<file path="config.mk">
export PLATFORM = sky130hd
export DESIGN_NAME = nec_ir_pulse_decoder
export DESIGN_NICKNAME = d
export VERILOG_FILES = /design/src/hw/rtl/nir_pkg.sv /design/src/hw/rtl/nir_front.sv /design/src/hw/rtl/nir_queue.sv /design/src/hw/rtl/nir_back.sv /design/src/hw/rtl/nec_ir_pulse_decoder.sv
export SDC_FILE = /design/constraint.sdc
export NUM_CORES = 1
export LEC_CHECK = 0
export BUFFER_PORTS_ARGS = -buffer_cell sky130_fd_sc_hd__buf_2
export CORE_MARGIN = 2
export CORE_UTILIZATION = 40
export CTS_CLUSTER_SIZE = 40
export DETAILED_ROUTE_END_ITERATION = 6
export PLACE_DENSITY = 0.56
export SKIP_CTS_REPAIR_TIMING = 1
export SYNTH_ARGS = -nofsm -noshare
export SYNTH_HDL_FRONTEND = slang
export SYNTH_SLANG_ARGS = --single-unit
</file>
<file path="constraint.sdc">
create_clock -name clk -period 2 [get_ports clk]
set_input_delay 0.2 -clock clk [delete_from_list [all_inputs] [get_ports clk]]
set_output_delay 0.2 -clock clk [all_outputs]
set_load 0.005 [all_outputs]
</file>
<file path="src/hw/rtl/nir_pkg.sv">
package nir_pkg;

	// field and register widths
	localparam int unsigned DUR_W     = 16;
	localparam int unsigned CMD_W     = 8;
	localparam int unsigned CFG_IDX_W = 3;

	// frame layout: bits shifted in LSB first, command byte at CMD_LSB
	localparam int unsigned FRAME_BITS = 32;
	localparam int unsigned CNT_W      = 6;
	localparam int unsigned CMD_LSB    = 8;

	// fixed header mark window
	localparam logic [DUR_W-1:0] HDR_MARK_MIN = 16'd8500;
	localparam logic [DUR_W-1:0] HDR_MARK_MAX = 16'd9500;

	// register reset values
	localparam logic [DUR_W-1:0] RST_HDR_SPACE_MIN  = 16'd4000;
	localparam logic [DUR_W-1:0] RST_HDR_SPACE_MAX  = 16'd5000;
	localparam logic [DUR_W-1:0] RST_BIT_MARK_MIN   = 16'd400;
	localparam logic [DUR_W-1:0] RST_BIT_MARK_MAX   = 16'd700;
	localparam logic [DUR_W-1:0] RST_ZERO_SPACE_MIN = 16'd300;
	localparam logic [DUR_W-1:0] RST_ZERO_SPACE_MAX = 16'd800;
	localparam logic [DUR_W-1:0] RST_ONE_SPACE_MIN  = 16'd1300;
	localparam logic [DUR_W-1:0] RST_ONE_SPACE_MAX  = 16'd2200;

	// queue between classifier and frame machine
	localparam int unsigned QUEUE_DEPTH = 4;
	localparam int unsigned QPTR_W      = $clog2(QUEUE_DEPTH);
	localparam int unsigned QCNT_W      = $clog2(QUEUE_DEPTH + 1);

	typedef enum logic [CFG_IDX_W-1:0] {
		REG_HDR_SPACE_MIN  = 3'd0,
		REG_HDR_SPACE_MAX  = 3'd1,
		REG_BIT_MARK_MIN   = 3'd2,
		REG_BIT_MARK_MAX   = 3'd3,
		REG_ZERO_SPACE_MIN = 3'd4,
		REG_ZERO_SPACE_MAX = 3'd5,
		REG_ONE_SPACE_MIN  = 3'd6,
		REG_ONE_SPACE_MAX  = 3'd7
	} cfg_idx_t;

	// window hits of one pulse
	typedef struct packed {
		logic hdr_mark_ok;
		logic hdr_space_ok;
		logic bit_mark_ok;
		logic one_ok;
		logic zero_ok;
	} pulse_class_t;

	// queue status seen by both sides
	typedef struct packed {
		logic full;
		logic empty;
	} queue_status_t;

	// open window test: lo < d < hi
	function automatic logic in_window(
		input logic [DUR_W-1:0] d,
		input logic [DUR_W-1:0] lo,
		input logic [DUR_W-1:0] hi
	);
		return (d > lo) && (d < hi);
	endfunction

endpackage

</file>
<file path="src/hw/rtl/nir_front.sv">
module nir_front (
	input  logic                           clk,
	input  logic                           arst_n,
	input  logic                           in_valid,
	output logic                           in_stall,
	input  logic [nir_pkg::DUR_W-1:0]      duration_us,
	input  logic                           cfg_wen,
	input  logic [nir_pkg::CFG_IDX_W-1:0]  cfg_index,
	input  logic [nir_pkg::DUR_W-1:0]      cfg_data,
	input  nir_pkg::queue_status_t         q_status,
	output logic                           push,
	output nir_pkg::pulse_class_t          push_class
);

	logic [nir_pkg::DUR_W-1:0] hdr_space_min_q;
	logic [nir_pkg::DUR_W-1:0] hdr_space_max_q;
	logic [nir_pkg::DUR_W-1:0] bit_mark_min_q;
	logic [nir_pkg::DUR_W-1:0] bit_mark_max_q;
	logic [nir_pkg::DUR_W-1:0] zero_space_min_q;
	logic [nir_pkg::DUR_W-1:0] zero_space_max_q;
	logic [nir_pkg::DUR_W-1:0] one_space_min_q;
	logic [nir_pkg::DUR_W-1:0] one_space_max_q;

	// write window registers
	always_ff @(posedge clk or negedge arst_n) begin
		if (!arst_n) begin
			hdr_space_min_q  <= nir_pkg::RST_HDR_SPACE_MIN;
			hdr_space_max_q  <= nir_pkg::RST_HDR_SPACE_MAX;
			bit_mark_min_q   <= nir_pkg::RST_BIT_MARK_MIN;
			bit_mark_max_q   <= nir_pkg::RST_BIT_MARK_MAX;
			zero_space_min_q <= nir_pkg::RST_ZERO_SPACE_MIN;
			zero_space_max_q <= nir_pkg::RST_ZERO_SPACE_MAX;
			one_space_min_q  <= nir_pkg::RST_ONE_SPACE_MIN;
			one_space_max_q  <= nir_pkg::RST_ONE_SPACE_MAX;
		end else if (cfg_wen) begin
			unique case (nir_pkg::cfg_idx_t'(cfg_index))
				nir_pkg::REG_HDR_SPACE_MIN:  hdr_space_min_q  <= cfg_data;
				nir_pkg::REG_HDR_SPACE_MAX:  hdr_space_max_q  <= cfg_data;
				nir_pkg::REG_BIT_MARK_MIN:   bit_mark_min_q   <= cfg_data;
				nir_pkg::REG_BIT_MARK_MAX:   bit_mark_max_q   <= cfg_data;
				nir_pkg::REG_ZERO_SPACE_MIN: zero_space_min_q <= cfg_data;
				nir_pkg::REG_ZERO_SPACE_MAX: zero_space_max_q <= cfg_data;
				nir_pkg::REG_ONE_SPACE_MIN:  one_space_min_q  <= cfg_data;
				nir_pkg::REG_ONE_SPACE_MAX:  one_space_max_q  <= cfg_data;
				default: ;
			endcase
		end
	end

	// classify the pulse against every window
	always_comb begin
		push_class.hdr_mark_ok  = nir_pkg::in_window(duration_us,
			nir_pkg::HDR_MARK_MIN, nir_pkg::HDR_MARK_MAX);
		push_class.hdr_space_ok = nir_pkg::in_window(duration_us,
			hdr_space_min_q, hdr_space_max_q);
		push_class.bit_mark_ok  = nir_pkg::in_window(duration_us,
			bit_mark_min_q, bit_mark_max_q);
		push_class.one_ok       = nir_pkg::in_window(duration_us,
			one_space_min_q, one_space_max_q);
		push_class.zero_ok      = nir_pkg::in_window(duration_us,
			zero_space_min_q, zero_space_max_q);
	end

	// accept a beat whenever the queue has room
	assign in_stall = q_status.full;
	assign push     = in_valid && !q_status.full;

endmodule

</file>
<file path="src/hw/rtl/nir_queue.sv">
module nir_queue (
	input  logic                   clk,
	input  logic                   arst_n,
	input  logic                   push,
	input  nir_pkg::pulse_class_t  push_class,
	input  logic                   pop,
	output nir_pkg::pulse_class_t  pop_class,
	output nir_pkg::queue_status_t q_status
);

	nir_pkg::pulse_class_t             mem_q [nir_pkg::QUEUE_DEPTH];
	logic [nir_pkg::QPTR_W-1:0]        wr_ptr_q;
	logic [nir_pkg::QPTR_W-1:0]        rd_ptr_q;
	logic [nir_pkg::QCNT_W-1:0]        count_q;

	// store entries
	always_ff @(posedge clk) begin
		if (push) begin
			mem_q[wr_ptr_q] <= push_class;
		end
	end

	// advance pointers and fill count
	always_ff @(posedge clk or negedge arst_n) begin
		if (!arst_n) begin
			wr_ptr_q <= '0;
			rd_ptr_q <= '0;
			count_q  <= '0;
		end else begin
			if (push) begin
				wr_ptr_q <= wr_ptr_q + nir_pkg::QPTR_W'(1);
			end
			if (pop) begin
				rd_ptr_q <= rd_ptr_q + nir_pkg::QPTR_W'(1);
			end
			if (push && !pop) begin
				count_q <= count_q + nir_pkg::QCNT_W'(1);
			end else if (pop && !push) begin
				count_q <= count_q - nir_pkg::QCNT_W'(1);
			end
		end
	end

	assign pop_class      = mem_q[rd_ptr_q];
	assign q_status.full  = (count_q == nir_pkg::QCNT_W'(nir_pkg::QUEUE_DEPTH));
	assign q_status.empty = (count_q == '0);

endmodule

</file>
<file path="src/hw/rtl/nir_back.sv">
module nir_back (
	input  logic                       clk,
	input  logic                       arst_n,
	input  nir_pkg::queue_status_t     q_status,
	input  nir_pkg::pulse_class_t      pop_class,
	output logic                       pop,
	output logic                       out_valid,
	input  logic                       out_stall,
	output logic [nir_pkg::CMD_W-1:0]  command_code,
	output logic                       frame_done
);

	typedef enum logic [1:0] {
		PH_IDLE      = 2'd0,
		PH_HDR_SPACE = 2'd1,
		PH_BIT_MARK  = 2'd2,
		PH_BIT_SPACE = 2'd3
	} phase_t;

	phase_t                       phase_q, phase_d;
	logic [nir_pkg::CNT_W-1:0]    bit_count_q, bit_count_d, cnt_inc;
	logic [nir_pkg::CMD_W-1:0]    cmd_shift_q, cmd_shift_d;
	logic [nir_pkg::CMD_W-1:0]    held_q, held_d;
	logic                         done_d;
	logic                         out_valid_q;
	logic [nir_pkg::CMD_W-1:0]    command_q;
	logic                         done_q;

	// take the next entry when the output register is free or draining
	assign pop = !q_status.empty && (!out_valid_q || !out_stall);

	assign cnt_inc = bit_count_q + nir_pkg::CNT_W'(1);

	// frame machine next state
	always_comb begin
		phase_d     = phase_q;
		bit_count_d = bit_count_q;
		cmd_shift_d = cmd_shift_q;
		held_d      = held_q;
		done_d      = 1'b0;
		unique case (phase_q)
			PH_IDLE: begin
				if (pop_class.hdr_mark_ok) begin
					phase_d = PH_HDR_SPACE;
				end
			end
			PH_HDR_SPACE: begin
				if (pop_class.hdr_space_ok) begin
					cmd_shift_d = '0;
					bit_count_d = '0;
					phase_d     = PH_BIT_MARK;
				end else begin
					phase_d = PH_IDLE;
				end
			end
			PH_BIT_MARK: begin
				phase_d = pop_class.bit_mark_ok ? PH_BIT_SPACE : PH_IDLE;
			end
			PH_BIT_SPACE: begin
				if (pop_class.one_ok || pop_class.zero_ok) begin
					// only the command byte of the frame is kept
					for (int i = 0; i < nir_pkg::CMD_W; i++) begin
						if (bit_count_q == nir_pkg::CNT_W'(nir_pkg::CMD_LSB + i)) begin
							cmd_shift_d[i] = pop_class.one_ok;
						end
					end
					bit_count_d = cnt_inc;
					if (cnt_inc >= nir_pkg::CNT_W'(nir_pkg::FRAME_BITS)) begin
						held_d  = cmd_shift_d;
						done_d  = 1'b1;
						phase_d = PH_IDLE;
					end else begin
						phase_d = PH_BIT_MARK;
					end
				end else begin
					phase_d = PH_IDLE;
				end
			end
			default: phase_d = PH_IDLE;
		endcase
	end

	// hold state and the output register
	always_ff @(posedge clk or negedge arst_n) begin
		if (!arst_n) begin
			phase_q     <= PH_IDLE;
			bit_count_q <= '0;
			cmd_shift_q <= '0;
			held_q      <= '0;
			out_valid_q <= 1'b0;
			command_q   <= '0;
			done_q      <= 1'b0;
		end else if (pop) begin
			phase_q     <= phase_d;
			bit_count_q <= bit_count_d;
			cmd_shift_q <= cmd_shift_d;
			held_q      <= held_d;
			out_valid_q <= 1'b1;
			command_q   <= held_d;
			done_q      <= done_d;
		end else if (!out_stall) begin
			out_valid_q <= 1'b0;
		end
	end

	assign out_valid    = out_valid_q;
	assign command_code = command_q;
	assign frame_done   = done_q;

endmodule

</file>
<file path="src/hw/rtl/nec_ir_pulse_decoder.sv">
// Channel   Direction  Handshake            Beat payload
// in        input      in_valid / in_stall   duration_us[15:0]
// out       output     out_valid / out_stall command_code[7:0], frame_done
// cfg       input      cfg_wen               cfg_index[2:0], cfg_data[15:0]
//
// One beat per cycle is taken and one result per cycle is given, sustained, while out_stall is low.
// An accepted beat is first written into the queue; the frame machine pops it once earlier entries
// are gone and the output register is free or draining, and then registers its result.
// The four-entry queue lets input keep flowing while the output is stalled;
// in_stall rises only when the queue is full.
// Reset loads the default windows, empties the queue and idles the machine.
module nec_ir_pulse_decoder (
	input  logic                           clk,
	input  logic                           arst_n,
	input  logic                           in_valid,
	output logic                           in_stall,
	input  logic [nir_pkg::DUR_W-1:0]      duration_us,
	output logic                           out_valid,
	input  logic                           out_stall,
	output logic [nir_pkg::CMD_W-1:0]      command_code,
	output logic                           frame_done,
	input  logic                           cfg_wen,
	input  logic [nir_pkg::CFG_IDX_W-1:0]  cfg_index,
	input  logic [nir_pkg::DUR_W-1:0]      cfg_data
);

	nir_pkg::queue_status_t q_status;
	nir_pkg::pulse_class_t  push_class;
	nir_pkg::pulse_class_t  pop_class;
	logic                   push;
	logic                   pop;

	nir_front u_front (
		.clk        (clk),
		.arst_n     (arst_n),
		.in_valid   (in_valid),
		.in_stall   (in_stall),
		.duration_us(duration_us),
		.cfg_wen    (cfg_wen),
		.cfg_index  (cfg_index),
		.cfg_data   (cfg_data),
		.q_status   (q_status),
		.push       (push),
		.push_class (push_class)
	);

	nir_queue u_queue (
		.clk       (clk),
		.arst_n    (arst_n),
		.push      (push),
		.push_class(push_class),
		.pop       (pop),
		.pop_class (pop_class),
		.q_status  (q_status)
	);

	nir_back u_back (
		.clk         (clk),
		.arst_n      (arst_n),
		.q_status    (q_status),
		.pop_class   (pop_class),
		.pop         (pop),
		.out_valid   (out_valid),
		.out_stall   (out_stall),
		.command_code(command_code),
		.frame_done  (frame_done)
	);

endmodule

</file>
# Yosys cells after proc, flatten, opt, wreduce, memory -nomap -nowiden
# Memories as Yosys holds them, arrays and structs flattened.
# Cells that the tools add are included.
totals:
  reg_bits: 161
  ram_bits: 20
  inputBits: 40
  out_inout_bits: 11
  n_memories: 1
op_classes:
  n_addsub: 5
  order_cmp: 11
  n_eq_ne: 23
  mux: 29
  reduce_logical: 33
mem_list:
  columns: ["memory", "depth", "width", "read_ports", "rd_clocked_by_memory_dff", "wr", "line_no", "rtl"]
  rows:
  - ["u_queue.mem_q", 4, 5, 1, 0, 1, "nir_queue.sv:11", "nir_pkg::pulse_class_t mem_q [nir_pkg::QUEUE_DEPTH];"]
ops:
  columns: ["cell", "count"]
  rows:
  - ["> comparator 16 bit", 4]
  - ["less-than comparator 16 bit", 4]
  - ["== test 6 x 4 -> 1 bit (second input constant)", 8]
  - ["AND reduction 2 bit", 9]
  - ["> comparator 16 x 14 -> 1 bit (second input constant)", 1]
  - ["less-than comparator 16 x 14 -> 1 bit (second input constant)", 1]
  - ["2-to-1 mux 8 bit", 2]
  - ["one-hot mux 8 bit (2 select lines)", 1]
  - ["== test 3 bit (second input constant)", 5]
  - ["2-to-1 mux 1 bit", 15]
  - ["2-to-1 mux 6 bit", 2]
  - ["one-hot mux 6 bit (2 select lines)", 1]
  - ["2-to-1 mux 2 bit", 5]
  - ["logical AND 1 bit", 9]
  - ["one-hot mux 2 bit (4 select lines)", 1]
  - ["AND reduction 4 bit", 2]
  - ["adder 6 x 1 -> 6 bit (second input constant)", 1]
  - ["== test 3 x 2 -> 1 bit (second input constant)", 2]
  - [">= comparator 6 bit (second input constant)", 1]
  - ["zero test 1 bit", 6]
  - ["zero test 3 bit", 2]
  - ["2-to-1 mux 3 bit", 2]
  - ["adder 2 x 1 -> 2 bit (second input constant)", 2]
  - ["== test 2 bit (second input constant)", 2]
  - ["9 further kinds", 13]

# Depth between registers and ports, before layout
depth:
  depth_word: 7
  mapped_depth: 9

# Cells and area by module
# From an unflattened synthesis, not the netlist that was laid out.
hier_totals:
  cells_unflattened: 978
  area_unflattened_um2: 10422.5
modules_own_cells:
  columns: ["mod", "n_inst", "cells_per_inst", "area_per_inst_um2", "seq_area_each_um2"]
  rows:
  - ["nir_front", 1, 791, 7971.4, 3246.9]
  - ["nir_back", 1, 126, 1332.5, 650.6]
  - ["nir_queue", 1, 61, 1118.6, 775.7]

# Worst setup path after synthesis
# Ideal clock, no wire load.
synth_timing:
  path_type: "flip-flop to flip-flop"
  startpoint: "register u_queue.count_q[0] (netlist name)"
  endpoint: "register u_queue.count_q[1] (netlist name)"
  setup_time_ps: 125
  t_arrival_ps: 1955
  t_required_ps: 1875
  path_slack_ps: -80
  path_stages_with_launch: 8
  synth_period_minus_slack_ps: 2080
  cell_sequence: "dfrtp_1 -> nor3_1 -> a21oi_1 -> inv_1 -> ha_1 -> inv_1 -> fa_1 -> mux2_2"
synth_between:
  elab_chain_cells: 6
  elab_cells_between_ends: 15
  cone_classes: "add/sub (2); eq/ne (1); mux (2); reduce/logical (10)"
synth_lines:
  columns: ["item", "line_no", "rtl"]
  rows:
  - ["start, declared", "nir_queue.sv:14", "logic [nir_pkg::QCNT_W-1:0] count_q;"]
  - ["start signal, assigned", "nir_queue.sv:37", "count_q <= count_q + nir_pkg::QCNT_W'(1);"]
  - ["start signal, assigned", "nir_queue.sv:39", "count_q <= count_q - nir_pkg::QCNT_W'(1);"]
  - ["parallel branches: the longest is 6 deep, another holds subtractor 3 x 1 -> 3 bit", null, null]
# Parallel ways; which one is timed is not known. The select of a mux whose other input is x is not followed.
# A chain may end at the register's enable or synchronous reset.

==> insert_results.sql <==
INSERT INTO impl_metrics (metric_group, metric, value, unit) VALUES
('critical_path', 'critical_path.startpoint_type', 'flip-flop', ''),
('clock_tree', 'root_buffer', 'sky130_fd_sc_hd__clkbuf_16', ''),
('power_and_ir_drop', 'total_power', '12600', 'uW'),
('logic_synthesis', 'number_of_enable_type_register_cells_in_the_synthesized_netlist', '20', ''),
('critical_path', 'setup.worst_path.class', 'reg2reg', ''),
('detailed_routing', 'antenna_left', '0', ''),
('global_route', 'grt_antenna_before_repair', '0', ''),
('floorplanning', 'fp.dieArea', '0.0269', 'mm^2'),
('layout', 'area_of_the_multi_input_gates', '0.00537', 'mm^2'),
('clock_tree', 'cts_tree', 'done', ''),
('floorplanning', 'start_util', '40.7', '%'),
('critical_path', 'timing.critical_path.to_type', 'flip-flop', ''),
('critical_path', 'critPathBufInv', '2', ''),
('layout', 'total_area_of_sequential_cells', '0.00467', 'mm^2'),
('clock_tree', 'clkSinkCount', '181', ''),
('global_route', 'grt_start_max_net_pins', '37', ''),
('place', 'post-dp-hpwl', '18700', 'um'),
('critical_path', 'maximum_cell_stage_delay_along_the_critical_path', '0.52', 'ns'),
('clock_tree', 'clock_tree.buffer_depth', '2', ''),
('critical_path', 'r2r_slack', '-0.07', 'ns'),
('timing', 'post_route_setup_slack', '-0.0701', 'ns'),
('global_route', 'first_global_vias', '7478', ''),
('timing', 'finalMaxSlewViolations', '0', ''),
('critical_path', 'crit_path_start', 'u_front.hdr_space_min_q[9]', ''),
('floorplanning', 'core.rowCount', '58', ''),
('min_path', 'hold_path_end', 'u_back.out_valid', ''),
('min_path', 'timing.hold.worst.class', 'in2reg', ''),
('layout', 'nets', '1287', ''),
('clock_tree', 'h-tree-depth', '4', ''),
('floorplanning', 'die-height', '164', 'um'),
('timing', 'rsz_0062_raised_after_global_routing', 'yes', ''),
('critical_path', 'category_of_cells_accounting_for_the_largest_share_of_critical_path_delay', 'flip-flops', ''),
('logic_synthesis', 'syn_area_per_cell', '10.5', 'um^2'),
('run_status', 'status', 'complete, but fails checks', ''),
('global_route', 'grt_overflow', '0', ''),
('logic_synthesis', 'async_s_r_ff_share_synth', '89.0', '%'),
('timing', 'timing.final.crit_period', '2.07', 'ns'),
('timing', 'finalHoldViolations', '0', ''),
('logic_synthesis', 'synthesized_netlist_cell_count', '977', ''),
('logic_synthesis', 'synth_sequential_area_ratio', '45.6', '%'),
('job', 'cap_violations', '0', ''),
('clock_tree', 'clkTransAtPathRegs', '0.08', 'ns'),
('layout', 'largest_reg_flops', '20', ''),
('global_route', 'wire_length_of_the_first_global_routing_pass', '40200', 'um'),
('min_path', 'hold_path_startpoint', 'out_stall', ''),
('run_status', 'violations', 'setup timing', ''),
('timing', 'share_of_the_cycle_needed_by_the_critical_path_after_routing', '104', '%'),
('power_and_ir_drop', 'static_leakage_power', '0.00594', 'uW'),
('detailed_routing', 'initialDrtViolationCount', '394', ''),
('global_route', 'grt.total_usage', '19.6', '%'),
('layout', 'fillerInstances', '2275', ''),
('critical_path', 'critical_path.reg2reg.startpoint', 'u_front.hdr_space_min_q[9]', ''),
('detailed_routing', 'wirelength', '25300', 'um'),
('detailed_routing', 'via_count', '7447', ''),
('detailed_routing', 'drt_first_pass_iters', '5', ''),
('detailed_routing', 'drt_wl_cell', '17.4', 'um'),
('clock_tree', 'clkLatencyLatePin', '0.44', 'ns'),
('detailed_routing', 'remaining_drc_errors', '0', ''),
('timing', 'setup_viol', '8', ''),
('logic_synthesis', 'synth_area', '0.0102', 'mm^2'),
('logic_synthesis', 'yosysWarnings', '0', ''),
('layout', 'antenna-diode-count', '0', ''),
('critical_path', 'worst_path_max_delay_cell', 'sky130_fd_sc_hd__dfstp_2', ''),
('layout', 'layout-area-overhead-vs-synth', '23.0', '%'),
('clock_tree', 'cts_buffers', '17', ''),
('critical_path', 'reg2reg_depth', '8', ''),
('floorplanning', 'io_pins', '51', ''),
('critical_path', 'regToRegEndpoint', 'u_queue.mem_q[0][3]', ''),
('detailed_routing', 'per_cell_via_count_in_the_routed_design', '5.11', ''),
('critical_path', 'critical_path_arrival', '2.26', 'ns'),
('logic_synthesis', 'yosys.cell_types.count', '44', '');
-- metal layers --
layer / up-vias / wire length, um / GRT usage [%]
li1: 3690 / - / -
met1: 3623 / 11600 / 26.0
met2: 112 / 12400 / 33.5
met3: 22 / 866 / 3.48
met4: 0 / 384 / 4.43
met5: - / 0 / 0
-- metrics by stage --
stage	cells	TNS (ns)	util (%)	hold slack, ns	area [um^2]
after floorplan	977	0	-	-0.0956	10200
after global placement	1416	-5.09	45.8	0.135	11500
after detailed placement	1416	-6.07	45.8	0.141	11500
after CTS	1448	-6.15	48.1	-0.337	12100
after global routing	1456	-1.21	50.0	0.0175	12600
final	1456	-0.360	50.0	0.0291	12600
-- worst max path at each step --
stage | cells after the start | to
floorplan | 7 | u_queue.count_q[1]
global placement | 6 | u_queue.mem_q[0][2]
detailed placement | 6 | u_queue.mem_q[1][2]
CTS | 6 | u_queue.mem_q[0][2]
global route | 8 | u_queue.mem_q[0][3]
finish | 8 | u_queue.mem_q[0][3]
-- cell type report --
type                            count  share of cell area, %
Tap cell                          330                   3.28
Sequential cell                   181                   37.1
Clock inverter                     14                   1.27
Multi-Input combinational cell    630                   42.6
Clock buffer                       18                   3.41
Timing Repair Buffer              143                   8.15
Inverter                          140                   4.17
-- tightest hold or removal path, delay by kind of cell --
family                 cells  cell delay, ns
buffers and inverters      1            0.10
AND/OR/NAND/NOR            2            0.13
-- cells in the final DEF (no fill, tap or decap), drive strengths merged, types with 2 or more instances in the layout --
cell type,n
mux4,5
clkbuf,18
mux2,70
o21ai,87
a211oi,17
a2111oi,5
or3,2
dfrtp,126
dfstp,35
clkinv,7
nor3b,3
and3,2
buf,142
a21oi,46
edfxtp,20
nand4b,3
a2bb2oi,4
o22ai,8
a221oi,4
nor4,5
xnor2,4
nor2b,3
o2111ai,5
and2,5
a21boi,2
nand4,18
nor3,4
xor2,2
a21o,35
a22o,2
nand3,7
mux2i,8
ha,133
nor2,25
nand2b,6
inv,147
nand2,103
a31oi,2
-- cells by family after synthesis --
| logic type | share of synthesized area [%] |
|---|---|
| xor+xnor | 0.513 |
| buf+inv | 6.29 |
| fa+ha+maj | 16.4 |
| mux | 9.58 |
| flops | 45.6 |
| simple gates | 8.39 |
| compound gates | 13.2 |
-- report_power, final --
| group | switching (uW) | internal (uW) | total, uW | leakage, uW |
|---|---|---|---|---|
| combinational | 2150 | 1960 | 4110 | 0.00354 |
| sequential | 393 | 4670 | 5070 | 0.00212 |
| clock | 1690 | 1690 | 3380 | 0.000289 |
| total | 4240 | 8320 | 12600 | 0.00594 |
-- synthesized netlist by cell type, drive strengths merged, types with 2 or more instances --
cell,number,area share (%)
nor2b,3,0.18
or3,2,0.12
o2111ai,5,0.43
nand4,18,1.1
nor2,25,0.92
mux2i,8,0.78
ha,133,16
and2,5,0.31
nand3,7,0.34
a211oi,17,1.2
nor4,5,0.31
nand4b,3,0.26
dfrtp,126,31
o21ai,87,4.3
o22ai,8,0.49
a221oi,4,0.34
a21oi,46,2.2
buf,4,0.32
a2111oi,5,0.43
clkbuf,23,0.84
a22o,2,0.17
and3,2,0.12
mux2,70,7.7
xor2,2,0.17
a31oi,2,0.27
a21o,35,2.6
inv,140,5.1
xnor2,4,0.34
nand2,103,3.8
nand2b,6,0.37
edfxtp,20,5.9
a2bb2oi,4,0.34
dfstp,35,9.0
nor3,4,0.20
mux4,5,1.1
nor3b,3,0.22
(Power assumes the default switching activity.)
